<file path="src/nsr_pkg.sv">
// Shared widths, constants and types for the Newton square-root block.
// Used by nsr_div and newton_square_root; no dependencies.
package nsr_pkg;

  localparam int INPUT_BITS = 16;
  localparam int FRAC_BITS  = 16;
  localparam int ROOT_BITS  = INPUT_BITS / 2 + 1 + FRAC_BITS;
  localparam int DIVD_BITS  = INPUT_BITS + 2 * FRAC_BITS;
  localparam int SQ_BITS    = 2 * ROOT_BITS;
  localparam int CNT_BITS   = $clog2(DIVD_BITS + 1);
  localparam int TOL_BITS   = 16;
  localparam int STEP_BITS  = 6;
  localparam int CFG_BITS   = 16;
  localparam int CFG_IDX_BITS = 1;

  // 2.0 in fixed point
  localparam logic [ROOT_BITS-1:0] SEED     = ROOT_BITS'(2) << FRAC_BITS;
  localparam logic [ROOT_BITS-1:0] ROOT_MAX = '1;

  localparam logic [TOL_BITS-1:0]  TOL_RESET  = TOL_BITS'(7);
  localparam logic [STEP_BITS-1:0] ITER_RESET = STEP_BITS'(32);

  typedef enum logic [CFG_IDX_BITS-1:0] {
    CFG_TOLERANCE = 1'b0,
    CFG_MAX_ITER  = 1'b1
  } cfg_index_t;

  typedef enum logic [1:0] {
    ST_IDLE,
    ST_SQUARE,
    ST_CHECK,
    ST_DIVIDE
  } state_t;

endpackage

</file>
<file path="src/nsr_div.sv">
// Restoring divider, one quotient bit per cycle: (x << 2*FRAC_BITS) / divisor, zero as 2.0.
// Depends on nsr_pkg.
module nsr_div (
  input  logic                           clk,
  input  logic                           rst,
  input  logic                           start,
  input  logic [nsr_pkg::INPUT_BITS-1:0] x,
  input  logic [nsr_pkg::ROOT_BITS-1:0]  divisor,
  output logic                           done,
  output logic [nsr_pkg::DIVD_BITS-1:0]  quotient
);
  import nsr_pkg::*;

  logic                   busy;
  logic [CNT_BITS-1:0]    count;
  logic [ROOT_BITS-1:0]   rem;
  logic [ROOT_BITS-1:0]   dvsr;
  logic [DIVD_BITS-1:0]   shreg;   // dividend bits out the top, quotient bits in the bottom
  logic [ROOT_BITS:0]     shifted;
  logic [ROOT_BITS:0]     diff;
  logic                   ge;

  assign shifted  = {rem, shreg[DIVD_BITS-1]};
  assign diff     = shifted - {1'b0, dvsr};
  assign ge       = shifted >= {1'b0, dvsr};
  assign quotient = shreg;

  always_ff @(posedge clk) begin
    if (rst) begin
      busy <= 1'b0;
      done <= 1'b0;
    end else begin
      done <= 1'b0;
      if (start) begin
        busy <= 1'b1;
      end else if (busy && count == CNT_BITS'(1)) begin
        busy <= 1'b0;
        done <= 1'b1;
      end
    end
  end

  always_ff @(posedge clk) begin
    if (start) begin
      shreg <= DIVD_BITS'(x) << (2 * FRAC_BITS);
      rem   <= '0;
      count <= CNT_BITS'(DIVD_BITS);
      dvsr  <= (divisor == '0) ? SEED : divisor;
    end else if (busy) begin
      rem   <= ge ? diff[ROOT_BITS-1:0] : shifted[ROOT_BITS-1:0];
      shreg <= {shreg[DIVD_BITS-2:0], ge};
      count <= count - CNT_BITS'(1);
    end
  end

  a_done_pulse: assert property (@(posedge clk) disable iff (rst) done |=> !done)
    else $error("divider done held longer than one cycle");
  a_done_idle: assert property (@(posedge clk) disable iff (rst) done |-> !busy)
    else $error("divider done while still busy");
  a_rem_bound: assert property (@(posedge clk) disable iff (rst) busy |-> rem < dvsr)
    else $error("partial remainder not below divisor");

endmodule

</file>
<file path="src/newton_square_root.sv">
// Top level: Newton/Heron square root sequencer around a shared divider and squarer.
// Depends on nsr_pkg and nsr_div.
//
// Channel   Direction  Handshake             Payload
// -------   ---------  --------------------  -------------------------------------
// in        into       in_valid / in_stall   radicand[15:0]
// out       out of     out_valid / out_stall root[24:0], converged, steps_taken[5:0]
// cfg       into       cfg_write             cfg_index (0 tolerance, 1 max_iterations),
//                                            cfg_data[15:0]
//
// Per input: each Newton step passes the square state, the tolerance check state and
//   the bit-serial divider (48 quotient bits); one extra divide step after the answer
//   seeds the next input.
// Reset (rst, synchronous): estimate returns to 2.0, tolerance 7, max_iterations 32.
// in_stall is high for the whole time an input is in work; the answer sits in an
//   output register, so a stalled result only holds the sequencer at the check that
//   would produce the following answer.
module newton_square_root (
  input  logic                              clk,
  input  logic                              rst,
  input  logic                              in_valid,
  output logic                              in_stall,
  input  logic [nsr_pkg::INPUT_BITS-1:0]    radicand,
  output logic                              out_valid,
  input  logic                              out_stall,
  output logic [nsr_pkg::ROOT_BITS-1:0]     root,
  output logic                              converged,
  output logic [nsr_pkg::STEP_BITS-1:0]     steps_taken,
  input  logic                              cfg_write,
  input  logic [nsr_pkg::CFG_IDX_BITS-1:0]  cfg_index,
  input  logic [nsr_pkg::CFG_BITS-1:0]      cfg_data
);
  import nsr_pkg::*;

  state_t                 state, state_next;
  logic [INPUT_BITS-1:0]  x_reg, x_reg_next;
  logic [ROOT_BITS-1:0]   y, y_next;
  logic [STEP_BITS-1:0]   steps, steps_next;
  logic                   post, post_next;
  logic [ROOT_BITS-1:0]   estimate, estimate_next;
  logic [TOL_BITS-1:0]    tolerance;
  logic [STEP_BITS-1:0]   max_iter;
  logic [SQ_BITS-1:0]     sq;

  logic                   out_valid_next;
  logic                   load_out;

  logic                   div_start;
  logic                   div_done;
  logic [DIVD_BITS-1:0]   div_quot;

  // tolerance test: |x*2^(2F) - y^2| < tol*2^F
  logic [SQ_BITS-1:0]     target;
  logic [SQ_BITS-1:0]     err;
  logic                   tol_ok;
  logic                   limit_hit;
  logic                   out_free;

  // y' = (q + y) / 2, saturated, zero reseeded
  logic [DIVD_BITS:0]     sum;
  logic [DIVD_BITS-1:0]   half;
  logic [ROOT_BITS-1:0]   step_y;

  nsr_div u_div (
    .clk      (clk),
    .rst      (rst),
    .start    (div_start),
    .x        (x_reg),
    .divisor  (y),
    .done     (div_done),
    .quotient (div_quot)
  );

  assign target    = SQ_BITS'(x_reg) << (2 * FRAC_BITS);
  assign err       = (target >= sq) ? (target - sq) : (sq - target);
  assign tol_ok    = err < (SQ_BITS'(tolerance) << FRAC_BITS);
  assign limit_hit = steps >= max_iter;
  assign out_free  = !out_valid || !out_stall;

  assign sum  = (DIVD_BITS + 1)'(div_quot) + (DIVD_BITS + 1)'(y);
  assign half = sum[DIVD_BITS:1];

  always_comb begin
    if (half > DIVD_BITS'(ROOT_MAX)) begin
      step_y = ROOT_MAX;
    end else if (half == '0) begin
      step_y = SEED;
    end else begin
      step_y = half[ROOT_BITS-1:0];
    end
  end

  assign in_stall = (state != ST_IDLE);

  // sequencer
  always_comb begin
    state_next     = state;
    x_reg_next     = x_reg;
    y_next         = y;
    steps_next     = steps;
    post_next      = post;
    estimate_next  = estimate;
    load_out       = 1'b0;
    div_start      = 1'b0;
    out_valid_next = out_valid && out_stall;
    case (state)
      ST_IDLE: begin
        if (in_valid) begin
          x_reg_next = radicand;
          y_next     = estimate;
          steps_next = '0;
          state_next = ST_SQUARE;
        end
      end
      ST_SQUARE: begin
        state_next = ST_CHECK;
      end
      ST_CHECK: begin
        if (tol_ok || limit_hit) begin
          // answer now, then one more step toward x seeds the next input
          if (out_free) begin
            load_out       = 1'b1;
            out_valid_next = 1'b1;
            post_next      = 1'b1;
            div_start      = 1'b1;
            state_next     = ST_DIVIDE;
          end
        end else begin
          post_next  = 1'b0;
          div_start  = 1'b1;
          state_next = ST_DIVIDE;
        end
      end
      ST_DIVIDE: begin
        if (div_done) begin
          if (post) begin
            estimate_next = step_y;
            state_next    = ST_IDLE;
          end else begin
            y_next     = step_y;
            steps_next = steps + STEP_BITS'(1);
            state_next = ST_SQUARE;
          end
        end
      end
      default: begin
        state_next = ST_IDLE;
      end
    endcase
  end

  always_ff @(posedge clk) begin
    if (rst) begin
      state     <= ST_IDLE;
      out_valid <= 1'b0;
      estimate  <= SEED;
      post      <= 1'b0;
    end else begin
      state     <= state_next;
      out_valid <= out_valid_next;
      estimate  <= estimate_next;
      post      <= post_next;
    end
  end

  always_ff @(posedge clk) begin
    if (rst) begin
      tolerance <= TOL_RESET;
      max_iter  <= ITER_RESET;
    end else if (cfg_write) begin
      case (cfg_index_t'(cfg_index))
        CFG_TOLERANCE: tolerance <= cfg_data[TOL_BITS-1:0];
        CFG_MAX_ITER:  max_iter  <= cfg_data[STEP_BITS-1:0];
        default: begin
        end
      endcase
    end
  end

  // datapath registers
  always_ff @(posedge clk) begin
    x_reg <= x_reg_next;
    y     <= y_next;
    steps <= steps_next;
    sq    <= SQ_BITS'(y) * SQ_BITS'(y);
    if (load_out) begin
      root        <= y;
      converged   <= tol_ok;
      steps_taken <= steps;
    end
  end

  a_out_from_check: assert property (@(posedge clk) disable iff (rst)
    $rose(out_valid) |-> $past(state == ST_CHECK))
    else $error("result raised outside the tolerance check");
  a_div_in_divide: assert property (@(posedge clk) disable iff (rst)
    div_done |-> state == ST_DIVIDE)
    else $error("divider finished while sequencer not waiting");
  a_estimate_nonzero: assert property (@(posedge clk) disable iff (rst)
    estimate != '0)
    else $error("stored estimate is zero");
  a_fail_at_limit: assert property (@(posedge clk) disable iff (rst)
    out_valid && !converged |-> steps_taken == max_iter)
    else $error("unconverged result before iteration limit");

endmodule
</file>
<file path="config.mk">
export PLATFORM = sky130hd
export DESIGN_NAME = newton_square_root
export DESIGN_NICKNAME = d
export VERILOG_FILES = /design/src/nsr_pkg.sv /design/src/nsr_div.sv /design/src/newton_square_root.sv
export SDC_FILE = /design/constraint.sdc
export NUM_CORES = 2
export LEC_CHECK = 0
export BUFFER_PORTS_ARGS = -buffer_cell sky130_fd_sc_hd__buf_2
export CAP_MARGIN = 5
export CELL_PAD_IN_SITES_DETAIL_PLACEMENT = 2
export CELL_PAD_IN_SITES_GLOBAL_PLACEMENT = 2
export CORE_ASPECT_RATIO = 0.8
export CORE_MARGIN = 2
export CORE_UTILIZATION = 41
export DETAILED_ROUTE_END_ITERATION = 7
export PLACE_DENSITY_LB_ADDON = 0.05
export SETUP_SLACK_MARGIN = 0.2
export SLEW_MARGIN = 20
export SYNTH_ARGS = -nofsm -noshare
export SYNTH_HDL_FRONTEND = slang
export SYNTH_SLANG_ARGS = --single-unit
</file>
<file path="constraint.sdc">
create_clock -name clk -period 9.51 [get_ports clk]
set_clock_uncertainty 0.05 [all_clocks]
set_input_delay 2.3775 -clock clk [delete_from_list [all_inputs] [get_ports clk]]
set_output_delay 2.3775 -clock clk [all_outputs]
set_load 0.05 [all_outputs]
</file>
==> run metrics <==
Slew Viols, Final=0; endpoints failing hold=0; number of flops mapped to enable cells by yosys=120; register name with the most flops=sq; Setup CP Type=reg2reg; CP max FO=14; crit path from=y[15]$_DFFE_PP_; Die Wd=324 um; Slew @ Worst Pin=963 ps; post-synthesis async set-or-reset flop share=0%; TNS Setup=0 ps; Hold Path Class=reg2reg; syn avg cell area=9.20 sq um; normalized max-slew margin=35.8%; TritonCTS clock tree=built; CTS buffer count=38; worst reg2reg path depth=26; GRT Total Usage=27.4%; Worst EP required=9960 ps; crit-path most repeated cell=fa_1; CTS Root Buffer Type=clkbuf_16; cell count after synthesis=3640; first-pass GRT wire length=176000 um; Setup crit end=sq[46]$_DFF_P_; via/cell ratio=5.33; core footprint=0.0806 sq mm; layout cells sized above 1=6.86%; post-route clock period utilization=92.4%; Final ANT Viol Nets=0; Final #Nets=4467; vias in the first global route=29400; PortBufs=71; FMAX=0.114 GHz; distinct cell type count after synthesis=81; reg-to-reg endpoint=sq[46]$_DFF_P_; FF-to-FF setup slack=730 ps; Synth warnings=0; Initial Util=41.5%; aggregate global routing overflow=0; Synth Cell Area=0.0335 sq mm; outcome=completed; endpoints failing setup=0; CTS Sinks=285; Synth Register Bits=285; clock insertion delay at the later pin of the skew report=590 ps; Setup crit start kind=register; initial antenna violation count=7; num rows=93; die area=0.0840 sq mm; crit-path max cell delay=890 ps; HPWL Detailed=91700 um; Post-route DRC=0; max_cap viols=0; GP Congestion=0.869; TritonRoute pass-1 iters=6; worst endpoint data arrival time=9240 ps; min cycle time layout=8780 ps; IO Count=72; DR vias=25500; Routed WL per cell=23.3 um; clk slew on worst S/H paths=60 ps; Area Growth Syn to Fin=8.84%; Iter 0 DRT Violations=1181; H-Tree Depth=2; Worst R2R Start=y[15]$_DFFE_PP_; unrepaired setup endpoints after global routing=false; critical path's slowest cell=edfxtp_1; largest net degree at the start of global routing=84; Mapped Nets=4451; max FFs per register=49; clk buf depth=3; Chip Height=260 um; Crit. End Element=register; final WL=111000 um; Main synth FF type=dfxtp_1; sequential area share after synthesis=20.6%
==> metal layers <==
| metal | vias up | global-route usage, % | part of all wire, % |
|---|---|---|---|
| li1 | 11700 | - | - |
| met1 | 13300 | 38.8 | 46 |
| met2 | 448 | 44.2 | 46 |
| met3 | 88 | 4.99 | 5.5 |
| met4 | 4 | 4.91 | 1.6 |
| met5 | - | 0 | 0.021 |
==> cell families (layout without fill, tap and decap cells) <==
group	count (synthesis)	count (layout)	synth area share, %
buffers and inverters	918	964	10.4
AND/OR/NAND/NOR	917	917	13.2
adder cells (fa/ha/maj)	773	773	39.6
AO/OA/AOI/OAI	555	555	10.9
flip-flops	285	285	20.6
XOR/XNOR	133	133	3.48
multiplexers	59	59	1.77
other	0	4	0
==> Yosys cell counts (6+ instances only) <==
cell type / number / share of area, %
clkbuf_1: 142 / 1.6
nand2b_1: 27 / 0.50
and2_1: 148 / 2.8
nand3_1: 55 / 0.82
a21oi_1: 131 / 2.0
edfxtp_1: 120 / 11
nand2_1: 328 / 3.7
a31oi_1: 55 / 1.0
a211oi_2: 20 / 0.75
fa_1: 478 / 29
nor4_1: 15 / 0.28
xor2_1: 47 / 1.2
o31a_1: 6 / 0.16
nor3_1: 24 / 0.36
xnor2_1: 86 / 2.2
o21a_1: 17 / 0.38
o31ai_1: 11 / 0.25
a21o_1: 63 / 1.4
and4_1: 10 / 0.26
buf_1: 9 / 0.10
a311oi_1: 9 / 0.24
a211oi_1: 22 / 0.49
and3_1: 17 / 0.32
nand4_1: 26 / 0.49
o21bai_1: 14 / 0.31
nor2_1: 195 / 2.2
nor2b_1: 26 / 0.49
dfxtp_1: 165 / 9.9
inv_1: 755 / 8.5
mux2i_1: 58 / 1.7
o211ai_1: 21 / 0.47
or2_2: 12 / 0.22
a21boi_0: 8 / 0.18
ha_1: 295 / 11
or3_1: 9 / 0.17
o21ai_0: 124 / 1.9
==> how the worst min path moves through the flow <==
stage / start / endpoint / slack (ps) / cells past startpoint
final: tolerance[9]$_SDFFE_PP0P_ / tolerance[9]$_SDFFE_PP0P_ / 410 / 2
after global placement: tolerance[14]$_SDFFE_PP0P_ / tolerance[14]$_SDFFE_PP0P_ / 400 / 2
after global routing: tolerance[6]$_SDFFE_PP0P_ / tolerance[6]$_SDFFE_PP0P_ / 440 / 2
after detailed placement: tolerance[6]$_SDFFE_PP0P_ / tolerance[6]$_SDFFE_PP0P_ / 410 / 2
after floorplan: y[0]$_DFFE_PP_ / sq[0]$_DFF_P_ / 380 / 0
after CTS: tolerance[6]$_SDFFE_PP0P_ / tolerance[6]$_SDFFE_PP0P_ / 420 / 2
==> per-stage QoR <==
step	instances	hold WS [ps]	instance area [sq um]	worst slack (ps)	util, %
5_1_grt	4778	435	36400	275	45.2
3_5_place_dp	4706	408	35100	585	43.5
4_1_cts	4776	417	36400	510	45.2
3_3_place_gp	4705	398	35100	760	43.5
2_1_floorplan	3640	376	33500	1930	-
6_report	4782	410	36400	726	45.2
==> layout make-up <==
type	instances	area, sq um
Fill cell	8730	44200
Multi-Input combinational cell	2437	23100
Sequential cell	285	6910
Inverter	756	2840
Tap cell	1092	1370
Clock buffer	51	1090
Timing Repair Buffer	138	896
Clock inverter	19	211
Antenna cell	4	10.0
==> critical path, delay by kind of cell (launching register included) <==
kind,cells,cell delay (ps)
AO/OA/AOI/OAI,8,2240
adder cells (fa/ha/maj),8,4030
buffers and inverters,7,750
AND/OR/NAND/NOR,2,550
flip-flops,1,890
XOR/XNOR,1,130
==> what timing repair did <==
item	CTS	global route
gates resized for setup	0	1
buffers inserted	0	2
hold endpoints to repair	0	0
hold buffers	0	0
setup endpoints to repair	0	3
==> cells in the final DEF, fill, tap and decap left out, types with 10 or more instances in the layout <==
master / count
a211oi_1: 21
a211oi_2: 21
a21o_1: 63
a21oi_1: 131
a31oi_1: 55
and2_1: 148
and3_1: 17
and4_1: 10
buf_2: 71
buf_4: 64
clkbuf_16: 40
clkinv_2: 10
dfxtp_1: 164
edfxtp_1: 120
fa_1: 478
ha_1: 294
inv_1: 755
mux2i_1: 58
nand2_1: 328
nand2b_1: 27
nand3_1: 55
nand4_1: 26
nor2_1: 194
nor2b_1: 24
nor3_1: 24
nor4_1: 14
o211ai_1: 21
o21a_1: 17
o21ai_0: 124
o21bai_1: 14
o31ai_1: 11
or2_2: 12
xnor2_1: 86
xor2_1: 47
Power is not shown: default switching activity piles up to over one toggle a cycle in this logic, so the estimate is an artifact.
